===== src/rtl/nsks_pkg.sv =====
// shared types, codes and widths for the nesting stack with kind search
`timescale 1ns / 1ps

package nsks_pkg;

  localparam int OP_W     = 3;
  localparam int KIND_W   = 4;
  localparam int MODE_W   = 2;
  localparam int OCC_W    = 5;
  localparam int CLAUSE_W = 8;
  localparam int NAME_W   = 16;
  localparam int LINE_W   = 24;
  localparam int FILE_W   = 16;
  localparam int LEVEL_W  = 4;
  localparam int ERR_W    = 3;
  localparam int INDEX_W  = 4;
  localparam int COUNT_W  = 5;

  localparam logic [OP_W-1:0] OP_PUSH    = 3'd0;
  localparam logic [OP_W-1:0] OP_POP     = 3'd1;
  localparam logic [OP_W-1:0] OP_OR      = 3'd2;
  localparam logic [OP_W-1:0] OP_NAME    = 3'd3;
  localparam logic [OP_W-1:0] OP_SETPOS  = 3'd4;
  localparam logic [OP_W-1:0] OP_FIND    = 3'd5;
  localparam logic [OP_W-1:0] OP_BIND    = 3'd6;
  localparam logic [OP_W-1:0] OP_READ    = 3'd7;

  localparam logic [ERR_W-1:0] ERR_OK       = 3'd0;
  localparam logic [ERR_W-1:0] ERR_EMPTY    = 3'd1;
  localparam logic [ERR_W-1:0] ERR_MISMATCH = 3'd2;
  localparam logic [ERR_W-1:0] ERR_FULL     = 3'd3;
  localparam logic [ERR_W-1:0] ERR_LEVEL    = 3'd4;

  localparam logic [MODE_W-1:0] FIND_FIRST  = 2'd0;
  localparam logic [MODE_W-1:0] FIND_NTH    = 2'd1;
  localparam logic [MODE_W-1:0] FIND_CLAUSE = 2'd2;
  localparam logic [MODE_W-1:0] FIND_NAME   = 2'd3;

  typedef struct packed {
    logic [OP_W-1:0]     operation;
    logic [KIND_W-1:0]   kind;
    logic [KIND_W-1:0]   second_kind;
    logic [KIND_W-1:0]   bound_kind;
    logic [MODE_W-1:0]   find_mode;
    logic [OCC_W-1:0]    occurrence;
    logic [CLAUSE_W-1:0] clause_mask;
    logic [NAME_W-1:0]   name_id;
    logic [LINE_W-1:0]   line_number;
    logic [FILE_W-1:0]   file_number;
    logic [LEVEL_W-1:0]  level;
  } in_t;

  typedef struct packed {
    logic [ERR_W-1:0]    error;
    logic                found;
    logic [INDEX_W-1:0]  index;
    logic                truth;
    logic [KIND_W-1:0]   entry_kind;
    logic [CLAUSE_W-1:0] entry_clauses;
    logic [LINE_W-1:0]   entry_line;
    logic [FILE_W-1:0]   entry_file;
    logic [NAME_W-1:0]   entry_name;
    logic                entry_named;
    logic [COUNT_W-1:0]  entries;
  } out_t;

  typedef enum logic [3:0] {
    ACT_NONE,
    ACT_LATCH,
    ACT_PUSH,
    ACT_POP,
    ACT_RD_TOP,
    ACT_RD_LVL,
    ACT_SET_NAME,
    ACT_SET_POS,
    ACT_OR_WB,
    ACT_WALK_START,
    ACT_WALK
  } act_e;

  typedef enum logic [1:0] {
    RES_PLAIN,
    RES_ENTRY,
    RES_SEARCH
  } res_e;

  typedef struct packed {
    act_e             act;
    logic             finish;
    logic [ERR_W-1:0] err;
    res_e             res;
  } cmd_t;

  typedef struct packed {
    logic [OP_W-1:0] op;
    logic            empty;
    logic            full;
    logic            level_bad;
    logic            mismatch;
    logic            walk_last;
  } sts_t;

endpackage


===== src/rtl/nsks_ctrl.sv =====
// controller state machine sequencing each transaction through the datapath
`timescale 1ns / 1ps

module nsks_ctrl
  import nsks_pkg::*;
(
  input  logic clk_i,
  input  logic rst_ni,
  input  logic in_valid_i,
  output logic in_stall_o,
  output logic out_valid_o,
  input  logic out_stall_i,
  input  sts_t sts_i,
  output cmd_t cmd_o
);

  localparam logic [2:0] S_IDLE  = 3'd0;
  localparam logic [2:0] S_ISSUE = 3'd1;
  localparam logic [2:0] S_CHECK = 3'd2;
  localparam logic [2:0] S_WALK  = 3'd3;
  localparam logic [2:0] S_FIN   = 3'd4;

  logic [2:0] state_q, state_d;
  logic       out_valid_q, out_valid_d;
  logic       in_stall;

  assign in_stall = (state_q != S_IDLE) || (out_valid_q && out_stall_i);

  always_comb begin
    state_d = state_q;
    cmd_o   = '{act: ACT_NONE, finish: 1'b0, err: ERR_OK, res: RES_PLAIN};
    case (state_q)
      S_IDLE: begin
        if (in_valid_i && !in_stall) begin
          cmd_o.act = ACT_LATCH;
          state_d   = S_ISSUE;
        end
      end
      S_ISSUE: begin
        state_d = S_IDLE;
        case (sts_i.op)
          OP_PUSH: begin
            cmd_o.finish = 1'b1;
            if (sts_i.full) begin
              cmd_o.err = ERR_FULL;
            end else begin
              cmd_o.act = ACT_PUSH;
            end
          end
          OP_POP, OP_OR: begin
            if (sts_i.empty) begin
              cmd_o.finish = 1'b1;
              cmd_o.err    = ERR_EMPTY;
            end else begin
              cmd_o.act = ACT_RD_TOP;
              state_d   = S_CHECK;
            end
          end
          OP_NAME: begin
            cmd_o.finish = 1'b1;
            if (sts_i.empty) begin
              cmd_o.err = ERR_EMPTY;
            end else begin
              cmd_o.act = ACT_SET_NAME;
            end
          end
          OP_SETPOS, OP_READ: begin
            if (sts_i.empty) begin
              cmd_o.finish = 1'b1;
              cmd_o.err    = ERR_EMPTY;
            end else if (sts_i.level_bad) begin
              cmd_o.finish = 1'b1;
              cmd_o.err    = ERR_LEVEL;
            end else if (sts_i.op == OP_SETPOS) begin
              cmd_o.finish = 1'b1;
              cmd_o.act    = ACT_SET_POS;
            end else begin
              cmd_o.act = ACT_RD_LVL;
              state_d   = S_CHECK;
            end
          end
          default: begin
            // find and bind check
            if (sts_i.empty) begin
              cmd_o.finish = 1'b1;
            end else begin
              cmd_o.act = ACT_WALK_START;
              state_d   = S_WALK;
            end
          end
        endcase
      end
      S_CHECK: begin
        state_d      = S_IDLE;
        cmd_o.finish = 1'b1;
        case (sts_i.op)
          OP_POP: begin
            if (sts_i.mismatch) begin
              cmd_o.err = ERR_MISMATCH;
            end else begin
              cmd_o.act = ACT_POP;
            end
          end
          OP_OR: begin
            cmd_o.act = ACT_OR_WB;
          end
          default: begin
            cmd_o.res = RES_ENTRY;
          end
        endcase
      end
      S_WALK: begin
        cmd_o.act = ACT_WALK;
        if (sts_i.walk_last) begin
          state_d = S_FIN;
        end
      end
      S_FIN: begin
        cmd_o.finish = 1'b1;
        cmd_o.res    = RES_SEARCH;
        state_d      = S_IDLE;
      end
      default: begin
        state_d = S_IDLE;
      end
    endcase
  end

  always_comb begin
    out_valid_d = out_valid_q;
    if (out_valid_q && !out_stall_i) begin
      out_valid_d = 1'b0;
    end
    if (cmd_o.finish) begin
      out_valid_d = 1'b1;
    end
  end

  always_ff @(posedge clk_i or negedge rst_ni) begin
    if (!rst_ni) begin
      state_q     <= S_IDLE;
      out_valid_q <= 1'b0;
    end else begin
      state_q     <= state_d;
      out_valid_q <= out_valid_d;
    end
  end

  assign in_stall_o  = in_stall;
  assign out_valid_o = out_valid_q;

endmodule


===== src/rtl/nsks_dp.sv =====
// datapath: entry memory, fill count, search walk trackers and result register
`timescale 1ns / 1ps

module nsks_dp
  import nsks_pkg::*;
#(
  parameter int STACK_DEPTH = 16,
  parameter int CLAUSE_BITS = 8
) (
  input  logic clk_i,
  input  logic rst_ni,
  input  in_t  in_data_i,
  input  cmd_t cmd_i,
  output sts_t sts_o,
  output out_t out_data_o
);

  localparam int AW = $clog2(STACK_DEPTH);
  localparam int FW = $clog2(STACK_DEPTH + 1);
  localparam int LW = (FW > LEVEL_W) ? FW : LEVEL_W;
  localparam int MW = (CLAUSE_BITS < CLAUSE_W) ? CLAUSE_BITS : CLAUSE_W;

  // entry storage
  logic [KIND_W-1:0]      mem_kind   [STACK_DEPTH];
  logic [CLAUSE_BITS-1:0] mem_clause [STACK_DEPTH];
  logic [LINE_W-1:0]      mem_line   [STACK_DEPTH];
  logic [FILE_W-1:0]      mem_file   [STACK_DEPTH];
  logic [NAME_W-1:0]      mem_name   [STACK_DEPTH];
  logic                   mem_named  [STACK_DEPTH];

  logic [KIND_W-1:0]      rd_kind_q;
  logic [CLAUSE_BITS-1:0] rd_clause_q;
  logic [LINE_W-1:0]      rd_line_q;
  logic [FILE_W-1:0]      rd_file_q;
  logic [NAME_W-1:0]      rd_name_q;
  logic                   rd_named_q;

  in_t            item_q;
  logic [FW-1:0]  fill_q, fill_d;
  logic [AW-1:0]  pos_q;
  logic [OCC_W-1:0] hits_q;
  logic           n_found_q, f1_found_q, f2_found_q, f3_found_q;
  logic [AW-1:0]  n_pos_q, f1_pos_q, f2_pos_q, f3_pos_q;
  out_t           out_q;

  logic [AW-1:0]          top_addr, lvl_addr, rd_addr, wr_addr;
  logic                   we_kind, we_clause, we_pos, we_name;
  logic [CLAUSE_BITS-1:0] mask_cw, wr_clause;
  logic [CLAUSE_W-1:0]    ent_clause;
  logic                   clause_hit, is_bind, n_match, n_hit_now, bind_ok;
  logic [OCC_W-1:0]       nth;
  out_t                   res;

  assign top_addr = AW'(fill_q - FW'(1));
  assign lvl_addr = AW'(LW'(fill_q) - LW'(1) - LW'(item_q.level));

  always_comb begin
    mask_cw    = '0;
    ent_clause = '0;
    for (int i = 0; i < MW; i++) begin
      mask_cw[i]    = item_q.clause_mask[i];
      ent_clause[i] = rd_clause_q[i];
    end
  end

  assign clause_hit = |(rd_clause_q & mask_cw);

  // memory address and write control
  always_comb begin
    rd_addr   = top_addr;
    wr_addr   = top_addr;
    we_kind   = 1'b0;
    we_clause = 1'b0;
    we_pos    = 1'b0;
    we_name   = 1'b0;
    case (cmd_i.act)
      ACT_RD_LVL: rd_addr = lvl_addr;
      ACT_WALK:   rd_addr = pos_q - AW'(1);
      ACT_PUSH: begin
        wr_addr   = AW'(fill_q);
        we_kind   = 1'b1;
        we_clause = 1'b1;
        we_pos    = 1'b1;
        we_name   = 1'b1;
      end
      ACT_SET_NAME: we_name = 1'b1;
      ACT_SET_POS: begin
        wr_addr = lvl_addr;
        we_pos  = 1'b1;
      end
      ACT_OR_WB: we_clause = 1'b1;
      default: begin
        rd_addr = top_addr;
      end
    endcase
  end

  assign wr_clause = (cmd_i.act == ACT_PUSH) ? '0 : (rd_clause_q | mask_cw);

  always_ff @(posedge clk_i) begin
    if (we_kind) begin
      mem_kind[wr_addr] <= item_q.kind;
    end
    if (we_clause) begin
      mem_clause[wr_addr] <= wr_clause;
    end
    if (we_pos) begin
      mem_line[wr_addr] <= item_q.line_number;
      mem_file[wr_addr] <= item_q.file_number;
    end
    if (we_name) begin
      mem_name[wr_addr]  <= (cmd_i.act == ACT_PUSH) ? '0 : item_q.name_id;
      mem_named[wr_addr] <= (cmd_i.act != ACT_PUSH);
    end
    rd_kind_q   <= mem_kind[rd_addr];
    rd_clause_q <= mem_clause[rd_addr];
    rd_line_q   <= mem_line[rd_addr];
    rd_file_q   <= mem_file[rd_addr];
    rd_name_q   <= mem_name[rd_addr];
    rd_named_q  <= mem_named[rd_addr];
  end

  // fill count
  always_comb begin
    fill_d = fill_q;
    case (cmd_i.act)
      ACT_PUSH: fill_d = fill_q + FW'(1);
      ACT_POP:  fill_d = fill_q - FW'(1);
      default:  fill_d = fill_q;
    endcase
  end

  // search match for the current walk entry
  assign is_bind = (item_q.operation == OP_BIND);
  assign n_match = (rd_kind_q == item_q.kind) &&
                   (is_bind ||
                    ((item_q.find_mode != FIND_CLAUSE || clause_hit) &&
                     (item_q.find_mode != FIND_NAME ||
                      (rd_named_q && rd_name_q == item_q.name_id))));

  always_comb begin
    if (is_bind) begin
      nth = OCC_W'(2);
    end else if (item_q.find_mode == FIND_NTH) begin
      nth = item_q.occurrence;
    end else begin
      nth = OCC_W'(1);
    end
  end

  assign n_hit_now = n_match && !n_found_q && (nth != '0) &&
                     (({1'b0, hits_q} + (OCC_W + 1)'(1)) == {1'b0, nth});

  always_comb begin
    bind_ok = 1'b0;
    if (f1_found_q && f2_found_q && f3_found_q) begin
      if (f1_pos_q == f2_pos_q) begin
        bind_ok = n_found_q && (f3_pos_q < f2_pos_q) && (f3_pos_q < n_pos_q);
      end else begin
        bind_ok = (f3_pos_q < f1_pos_q) && (f3_pos_q < f2_pos_q);
      end
    end
  end

  always_ff @(posedge clk_i or negedge rst_ni) begin
    if (!rst_ni) begin
      fill_q     <= '0;
      pos_q      <= '0;
      hits_q     <= '0;
      n_found_q  <= 1'b0;
      f1_found_q <= 1'b0;
      f2_found_q <= 1'b0;
      f3_found_q <= 1'b0;
      n_pos_q    <= '0;
      f1_pos_q   <= '0;
      f2_pos_q   <= '0;
      f3_pos_q   <= '0;
    end else begin
      fill_q <= fill_d;
      if (cmd_i.act == ACT_WALK_START) begin
        pos_q      <= top_addr;
        hits_q     <= '0;
        n_found_q  <= 1'b0;
        f1_found_q <= 1'b0;
        f2_found_q <= 1'b0;
        f3_found_q <= 1'b0;
      end else if (cmd_i.act == ACT_WALK) begin
        pos_q <= pos_q - AW'(1);
        if (n_match && !n_found_q) begin
          hits_q <= hits_q + OCC_W'(1);
        end
        if (n_hit_now) begin
          n_found_q <= 1'b1;
          n_pos_q   <= pos_q;
        end
        if (!f1_found_q && rd_kind_q == item_q.kind) begin
          f1_found_q <= 1'b1;
          f1_pos_q   <= pos_q;
        end
        if (!f2_found_q && rd_kind_q == item_q.second_kind) begin
          f2_found_q <= 1'b1;
          f2_pos_q   <= pos_q;
        end
        if (!f3_found_q && rd_kind_q == item_q.bound_kind) begin
          f3_found_q <= 1'b1;
          f3_pos_q   <= pos_q;
        end
      end
    end
  end

  // result assembly
  always_comb begin
    res         = '0;
    res.error   = cmd_i.err;
    res.entries = COUNT_W'(fill_d);
    case (cmd_i.res)
      RES_ENTRY: begin
        res.truth         = clause_hit;
        res.entry_kind    = rd_kind_q;
        res.entry_clauses = ent_clause;
        res.entry_line    = rd_line_q;
        res.entry_file    = rd_file_q;
        res.entry_name    = rd_name_q;
        res.entry_named   = rd_named_q;
      end
      RES_SEARCH: begin
        if (is_bind) begin
          res.truth = bind_ok;
        end else if (n_found_q) begin
          res.found = 1'b1;
          res.index = INDEX_W'(n_pos_q);
        end
      end
      default: begin
        res.truth = 1'b0;
      end
    endcase
  end

  always_ff @(posedge clk_i) begin
    if (cmd_i.act == ACT_LATCH) begin
      item_q <= in_data_i;
    end
    if (cmd_i.finish) begin
      out_q <= res;
    end
  end

  assign sts_o.op        = item_q.operation;
  assign sts_o.empty     = (fill_q == '0);
  assign sts_o.full      = (fill_q == FW'(STACK_DEPTH));
  assign sts_o.level_bad = (LW'(item_q.level) >= LW'(fill_q));
  assign sts_o.mismatch  = (rd_kind_q != item_q.kind);
  assign sts_o.walk_last = (pos_q == '0);

  assign out_data_o = out_q;

endmodule


===== src/rtl/nesting_stack_with_kind_search.sv =====
// top level: bounded nesting stack with kind search, controller plus datapath
// finish in the issue state: push, set name, set position, errors caught at issue, and find
// or bind check on an empty stack; finish in the check state: pop, kind mismatch included, or
// clauses and read; find and bind check on a non-empty stack walk every entry, reading one a
// cycle, then finish; a new transaction is taken only when idle and the result is not stalled
// reset clears the fill count and handshake state; entry memory is not cleared
`timescale 1ns / 1ps

module nesting_stack_with_kind_search
  import nsks_pkg::*;
#(
  parameter int STACK_DEPTH = 16,
  parameter int CLAUSE_BITS = 8
) (
  input  logic clk_i,
  input  logic rst_ni,
  input  logic in_valid_i,
  output logic in_stall_o,
  input  in_t  in_data_i,
  output logic out_valid_o,
  input  logic out_stall_i,
  output out_t out_data_o
);

  cmd_t cmd;
  sts_t sts;

  nsks_ctrl u_ctrl (
    .clk_i       (clk_i),
    .rst_ni      (rst_ni),
    .in_valid_i  (in_valid_i),
    .in_stall_o  (in_stall_o),
    .out_valid_o (out_valid_o),
    .out_stall_i (out_stall_i),
    .sts_i       (sts),
    .cmd_o       (cmd)
  );

  nsks_dp #(
    .STACK_DEPTH (STACK_DEPTH),
    .CLAUSE_BITS (CLAUSE_BITS)
  ) u_dp (
    .clk_i      (clk_i),
    .rst_ni     (rst_ni),
    .in_data_i  (in_data_i),
    .cmd_i      (cmd),
    .sts_o      (sts),
    .out_data_o (out_data_o)
  );

endmodule

===== config.mk =====
export PLATFORM = sky130hd
export DESIGN_NAME = nesting_stack_with_kind_search
export DESIGN_NICKNAME = d
export VERILOG_FILES = /design/src/rtl/nsks_pkg.sv /design/src/rtl/nsks_ctrl.sv /design/src/rtl/nsks_dp.sv /design/src/rtl/nesting_stack_with_kind_search.sv
export SDC_FILE = /design/constraint.sdc
export NUM_CORES = 1
export LEC_CHECK = 0
export ABC_AREA = 1
export BUFFER_PORTS_ARGS = -buffer_cell sky130_fd_sc_hd__buf_2
export CAP_MARGIN = 15
export CORE_ASPECT_RATIO = 1.75
export CORE_MARGIN = 2
export CORE_UTILIZATION = 49
export CTS_CLUSTER_DIAMETER = 40
export DETAILED_ROUTE_END_ITERATION = 16
export PLACE_DENSITY = 0.63
export SETUP_SLACK_MARGIN = 0.3
export SLEW_MARGIN = 20
export SYNTH_ARGS = -nofsm -noshare
export SYNTH_HDL_FRONTEND = slang
export SYNTH_HIERARCHICAL = 1
export SYNTH_SLANG_ARGS = --single-unit

===== constraint.sdc =====
create_clock -name clk_i -period 12.66 [get_ports clk_i]
set_clock_uncertainty 0.1 [all_clocks]
set_input_delay 1.899 -clock clk_i [delete_from_list [all_inputs] [get_ports clk_i]]
set_output_delay 1.899 -clock clk_i [all_outputs]
set_load 0.02 [all_outputs]

==> summary.txt, run 1 <==
status = completed
total number of vias = 37600
core area = 114000 um2
GR Layer Usage met2 = 0.444
leakage power = 23.8 nW
critical setup path kind = reg -> reg
Slew @ Worst Pin = 1.19 ns
GPL Wtd Cong = 0.845
Tcrit/Tclk final = 0.555
Synth cell types = 42
Mean Syn Cell Area = 11.7 um2
# clock sinks = 1384
Final Critical Period = 7.03 ns
Worst Path Arrival = 7.65 ns
Min-Delay Endpoint = u_dp/f3_pos_q[0]
Slew Limit Headroom = 0.205
number of global-route vias before repair = 37500
Layout area overhead = 12.1%
hold path depth = 2
DRT iter0 DRCs = 3318
Worst path top cell family by delay = buffers and inverters
DRT Pass-1 Iters = 8
H-tree depth = 4
detailed-route DRC error count = 0
met1 Use GR = 0.297
# Max-Cap Violations = 0
CTS tree = built
Setup TNS Final = 0 ns
min-delay worst type = reg -> reg
CTS resizes = 0
Yosys Warn Count = 6
# rows = 164
hpwl dp = 80100 um
share of cells above drive strength 1 = 0.108
GRT overflow = 0
Via density = 5.79
remaining antenna violation count = 0
gr usage total = 0.250
DIE AREA = 118000 um2
Hold Fails Final Rpt = 0
Worst setup EP type = flop
Pint = 0.0108 W
Final Slew Violations = 0
Buffers on Ports = 178
Top Usage Layer GRT = met2
unrepaired setup endpoints after global routing = no
FF+latch count, synth = 1384
largest fanout on the critical path = 119
Die Ht = 453 um
die width = 260 um
Mapped Area = 56400 um2
Net Sw Power = 0.00829 W
first-pass GRT wire length = 223000 um
Top cell by count, worst path = nand2_1
Worst R2R Path Depth = 25
Worst setup SP type = flop
top_reg_cell synth = edfxtp_1
# IOs = 179
initial core utilization = 0.494
power consumption = 0.0191 W
met3 GRT Util = 0.0388
final-stage net count = 4999
worst hold start = u_dp/f3_pos_q[0]
CP max stage delay = 0.90 ns
final WL = 146000 um
sw frac = 0.434
Worst Path Required = 13.27 ns
later-pin clock latency in the skew report = 0.77 ns
number of hold buffers added after CTS = 0
post-synthesis cell count = 4813
Reg-to-Reg End = u_dp/rd_line_q[2]
Pwr Density = 302 nW/um2
Peak VDD IR = 0.000358 V
final setup fails = 0
Flop pwr share = 0.353
CTS buffer count = 136
most frequent cells in the layout = nand3_1 (1503), edfxtp_1 (1277), nand2_1 (1062)
Slowest cell on crit path = buf_4
reg2reg setup slack = 5.63 ns
routed wire length per instance = 22.5 um
root buf cell = clkbuf_16
largest net degree at the start of global routing = 176
R2R Path Start = u_dp/fill_q[0]
Bufs and invs on worst path = 6
Clk pwr share = 0.217
maximum operating frequency = 0.142 GHz
Comb pwr share = 0.430
Seq/Total Area, Yosys = 0.721
fraction of registers with async set/reset = 0.0275
EDFF count, synth = 1277
Post-CTS Setup Inserts = 0
CTS Buffer Depth = 3
initial antenna violation count = 4
Synth Net Count = 4931
Reg clk slew, reported paths = 0.06 ns
most common cell after layout, fill and taps aside = nand3_1
## worst max-delay path by stage
stage | from | to | slack, ns | cells past startpoint
after global placement | out_stall_i | u_dp/rd_line_q[0] | 5.46 | 19
after CTS | u_dp/fill_q[0] | u_dp/rd_line_q[2] | 5.78 | 25
after floorplan | out_stall_i | u_dp/item_q[0] | 5.70 | 7
after detailed placement | out_stall_i | u_dp/rd_line_q[3] | 5.45 | 19
final | u_dp/fill_q[0] | u_dp/rd_line_q[2] | 5.63 | 25
after global routing | u_dp/fill_q[0] | u_dp/rd_line_q[2] | 5.15 | 25
## cells in the mapped netlist (18+ instances only)
master,n,share of area
a21oi_1,22,0.0020
edfxtp_1,1277,0.68
dfrtp_1,38,0.017
clkbuf_1,85,0.0057
nor2_1,148,0.0099
o21ai_0,41,0.0036
buf_2,215,0.019
inv_1,199,0.013
nand4_1,18,0.0020
dfxtp_1,69,0.024
ha_1,23,0.0051
nand3_1,1505,0.13
nand2_1,1065,0.071
## cell families after synthesis
group | synth area share
AOI/OAI and AO/OA | 0.00870
adders and majority gates | 0.00546
and+or+nand+nor | 0.221
xor gates and xnor gates | 0.00264
buffers and inverters | 0.0407
DFF | 0.721
## state kept, by name (all words and copies together), names as in the netlist, 3 cells and up
signal	flops
u_dp/sts_o	3
u_dp/mem_name	256
u_dp/f2_pos_q	4
u_dp/rd_name_q	16
u_dp/rd_file_q	16
u_dp/mem_file	256
u_dp/mask_cw	8
u_dp/hits_q	5
u_dp/item_q	79
u_dp/mem_named	16
u_dp/pos_q	4
u_dp/rd_line_q	24
u_dp/rd_kind_q	4
u_dp/n_pos_q	4
u_dp/f3_pos_q	4
u_dp/mem_kind	64
u_dp/mem_clause	128
u_dp/fill_q	5
u_dp/ent_clause	8
u_dp/f1_pos_q	4
u_ctrl/state_q	3
u_dp/mem_line	384
u_dp/out_data_o	83
## cell type report
| cell class | count | area [um2] |
|---|---|---|
| well taps | 1494 | 1870 |
| repair buffers | 247 | 1470 |
| inverters | 214 | 816 |
| flip-flops and latches | 1384 | 40700 |
| diodes | 3 | 7.51 |
| clock inverters | 80 | 956 |
| clock buffers | 174 | 3680 |
| fillers | 9590 | 50900 |
| multi-input cells | 2898 | 13700 |
## metrics by stage
step | instance area, um2 | util | setup slack [ns] | hold WS, ns | std cells
floorplan | 56400 | - | 5.70 | 0.353 | 4813
global placement | 58500 | 0.513 | 5.46 | 0.370 | 6236
detailed placement | 58500 | 0.513 | 5.45 | 0.378 | 6236
CTS | 63100 | 0.553 | 5.78 | 0.392 | 6490
global route | 63200 | 0.554 | 5.15 | 0.433 | 6494
finish | 63200 | 0.554 | 5.63 | 0.395 | 6494
## power by group through the flow
stage / combinational, W / sequential, W / clock, W
after floorplan: 0.00545 / 0.00680 / 0
after global placement: 0.00810 / 0.00683 / 0
after detailed placement: 0.00818 / 0.00684 / 0
after CTS: 0.00821 / 0.00675 / 0.00423
after global routing: 0.00904 / 0.00681 / 0.00439
final: 0.00822 / 0.00673 / 0.00415
## routing by layer
layer  share of wire  vias up
li1                -    17200
met1            0.37    18700
met2            0.53     1381
met3           0.057      346
met4           0.042        2
met5        0.000089        -
## worst register-to-register path: stages, from the launching register on
cell      delay [ns]
dfrtp_1         0.55
ha_1            0.43
inv_1           0.05
a21boi_0        0.15
o21a_1          0.13
o21ai_0         0.08
a21oi_1         0.28
nor2_1          0.11
nand4_1         0.09
nand2_1         0.06
o21ai_0         0.16
nand2_1         0.16
inv_2           0.13
nor2_4          0.06
nand3_1         0.18
nand2_1         0.16
inv_8           0.55
buf_4           1.00
buf_4           0.82
buf_4           0.92
nand3_1         0.27
nand3_1         0.14
nand3_1         0.14
nand2_1         0.14
nand2_1         0.05
nand2_1         0.07
Note: power is estimated with default switching activity, not from simulation.
==> run 2, diff against run 1 <==
Settings changed: ABC_AREA 1 to 0.
Clock period 12.66 ns to 7.2 ns, I/O delays scaled along.
==> run 2 against run 1 <==
Effect of this change:
- critical path depth is 9 lower
- final cell count decreased by 25%
- combinational power increased by 27%
- global-route usage down 3.0 points
- clock power grew 72%
- critical endpoint is now u_dp/rd_line_q[1]
==> summary.txt, run 2 <==
Post-Synth Adder-Cell Area = 0.00571 (+0.000256)
post-synthesis compound-gate area fraction = 0.0573 (+0.0486)
Layout area overhead = 14.1%
main combinational cell family by area after synthesis = multiplexers
Flop pwr share = 0.403 (+0.050)
Die Ht = 443 um (-2.2%)
detailed-routed wire length on met2 = 64000 um (-17%)
Slew @ Worst Pin = 1.07 ns (-0.120 ns)
DR WL met3 = 6010 um (-28%)
first-pass GRT wire length = 181000 um (-19%)
most common cell after layout, fill and taps aside = edfxtp_1
Pint = 0.0192 W (+78%)
CTS buffer count = 136 (unchanged)
initial antenna violation count = 7 (+3)
maximum operating frequency = 0.160 GHz (+12%)
hold_ws = 0.362 ns (-0.0323 ns)
# rows = 161 (-1.8%)
routed wire length per instance = 25.5 um (+13%)
post-synthesis cell count = 3025 (-37%)
Synth Area in Simple Gates = 0.0353 (-0.186)
DIE AREA = 113000 um2 (-4.4%)
final setup fails = 0 (unchanged)
detailed-route DRC error count = 0 (unchanged)
most numerous cell in the Yosys netlist = edfxtp_1
Tcrit/Tclk final = 0.870 (+0.315)
# Max-Cap Violations = 0 (unchanged)
Worst Path Required = 7.74 ns (-5.53 ns)
sw frac = 0.345 (-0.0886)
top cell type's share of synthesized area = 0.712 (+0.0319)
max reg flops = 384 (unchanged)
Top reg by flops = u_dp/mem_line
Clk pwr share = 0.243 (+0.026)
hpwl dp = 69200 um (-14%)
EDFF count, synth = 1277 (unchanged)
Comb pwr share = 0.354 (-0.076)
Hold Fails Final Rpt = 0 (unchanged)
# IOs = 179 (unchanged)
largest net degree at the start of global routing = 87 (-51%)
Worst Path Arrival = 6.80 ns (-0.85 ns)
Highest Signal Layer = met5
post-synthesis xor/xnor area fraction = 0.00797 (+0.00533)
top_reg_cell synth = edfxtp_1
critical setup path kind = reg -> reg
DRT iter0 DRCs = 2152 (-35%)
min-delay worst type = in -> async
CTS resizes = 0 (unchanged)
Critical path origin = u_dp/fill_q[0]
number of global-route vias before repair = 28700 (-23%)
number of hold buffers added after CTS = 0 (unchanged)
largest fanout on the critical path = 60 (-50%)
unrepaired setup endpoints after global routing = no
Yosys Warn Count = 6 (unchanged)
DRT Pass-1 Iters = 6 (-2)
initial core utilization = 0.492 (-0.00271)
final WL = 123000 um (-16%)
fraction of registers with async set/reset = 0.0275 (unchanged)
Slew Limit Headroom = 0.282 (+0.0771)
leakage power = 22.1 nW (-7.2%)
CTS tree = built
remaining antenna violation count = 0 (unchanged)
Synth top cells by count = edfxtp_1 (1277), mux2i_1 (557), a221oi_1 (140)
Reg clk slew, reported paths = 0.06 ns (about the same)
Mean Syn Cell Area = 17.8 um2 (+52%)
Final Slew Violations = 0 (unchanged)
die width = 255 um (-2.2%)
total number of vias = 27800 (-26%)
later-pin clock latency in the skew report = 0.76 ns (about the same)
share of cells above drive strength 1 = 0.178 (+0.0703)
final-stage net count = 3379 (-32%)
ranking of synthesized cells by area = edfxtp_1 (71%), mux2i_1 (10%), dfxtp_1 (2.6%)
R2R Path Start = u_dp/fill_q[0]
Worst setup SP type = flop
metal1 wirelength = 49000 um (-10%)
Worst setup EP type = flop
GPL Wtd Cong = 0.809 (-4.3%)
Mapped Area = 53900 um2 (-4.5%)
H-tree depth = 4 (unchanged)
Setup TNS Final = 0 ns (unchanged)
Net Sw Power = 0.0101 W (+22%)
Synth Net Count = 3143 (-36%)
core area = 110000 um2 (-3.9%)
FF+latch count, synth = 1384 (unchanged)
# clock sinks = 1384 (unchanged)
Peak VDD IR = 0.000416 V (+16%)
mux share of post-synthesis cell area = 0.120 (+0.120)
gr usage total = 0.220 (-0.0297)
status = completed
Via density = 5.74 (-0.91%)
Placed Cells = 4589 (-26%)
largest area contributor in the synthesized netlist = edfxtp_1
Largest regs = u_dp/mem_line x384, u_dp/mem_file x256, u_dp/mem_name x256
Final Critical Period = 6.26 ns (-0.767 ns)
Buffers on Ports = 178 (unchanged)
power consumption = 0.0294 W (+54%)
GRT overflow = 0 (unchanged)
CTS Buffer Depth = 3 (unchanged)
most frequent cells in the layout = edfxtp_1 (1277), mux2i_1 (557), buf_2 (178)
Synth cell types = 79 (+88%)
root buf cell = clkbuf_16
non-filler cells, final = 4840 (-25%)
Pwr Density = 478 nW/um2 (+58%)
Seq/Total Area, Yosys = 0.755 (+0.0338)
Post-CTS Setup Inserts = 0 (unchanged)
==> run 2: worst paths after layout <==
| kind | end | slack (ns) | cells past startpoint |
|---|---|---|---|
| setup / recovery | u_dp/rd_line_q[1] | 0.94 | 16 |
| hold / removal | u_dp/n_pos_q[3] | 0.36 | 1 |
| setup reg to reg | u_dp/rd_line_q[1] | 0.94 | 16 |
| hold reg to reg | u_dp/out_data_o[61] | 0.41 | 1 |
| max in group asynchronous | u_dp/hits_q[1] | 6.08 | 1 |
| min in group clk_i | u_dp/item_q[16] | 0.40 | 1 |
==> run 2: cells by family (layout without fill, tap and decap cells) <==
logic type	after synthesis	after routing
muxes	635	635
xor gates and xnor gates	49	49
buffers and inverters	203	550
other	0	1
adders and majority gates	24	24
and+or+nand+nor	359	359
DFF	1384	1384
AOI/OAI and AO/OA	371	371
==> run 2: through the flow <==
step                      setup slack [ns]   util  cell area [um2]
after floorplan                       1.13      -            53900
after global placement                1.13  0.519            56900
after detailed placement             0.974  0.519            56900
after CTS                            0.953  0.560            61400
after global routing                 0.645  0.561            61400
final                                0.936  0.561            61400
==> run 2: power groups by stage <==
| stage | logic [W] | clock network [W] | registers (W) |
|---|---|---|---|
| after global routing | 0.0111 | 0.00761 | 0.0120 |
| after CTS | 0.0104 | 0.00730 | 0.0118 |
| after detailed placement | 0.0104 | 0 | 0.0120 |
| final | 0.0104 | 0.00715 | 0.0118 |
| after global placement | 0.0102 | 0 | 0.0119 |
| after floorplan | 0.00716 | 0 | 0.0119 |
==> run 2: routing by layer <==
metal	track usage	vias up
met2	0.387	805
met1	0.268	14300
met4	0.0819	4
li1	-	12400
met3	0.0394	245
met5	0	-
==> run 2: critical path, stage by stage (launching register included) <==
cell       delay (ns)
dfrtp_1          0.49
ha_1             0.39
nand2b_1         0.16
a21o_1           0.18
a21o_1           0.17
a21oi_1          0.14
nor2_1           0.09
or4b_1           0.53
o211a_1          0.25
o211ai_2         0.51
nand4bb_1        0.51
a21oi_1          0.31
a221oi_1         0.17
nor2_4           0.61
buf_4            0.83
a221oi_1         0.30
mux2_2           0.35
==> run 2: final cells by class <==
class	instances	area, um2
diodes	1	2.50
clock buffers	183	3800
inverters	37	139
clock inverters	66	737
multi-input cells	1438	12400
fillers	8527	48100
well taps	1467	1840
repair buffers	264	1820
flip-flops and latches	1384	40700
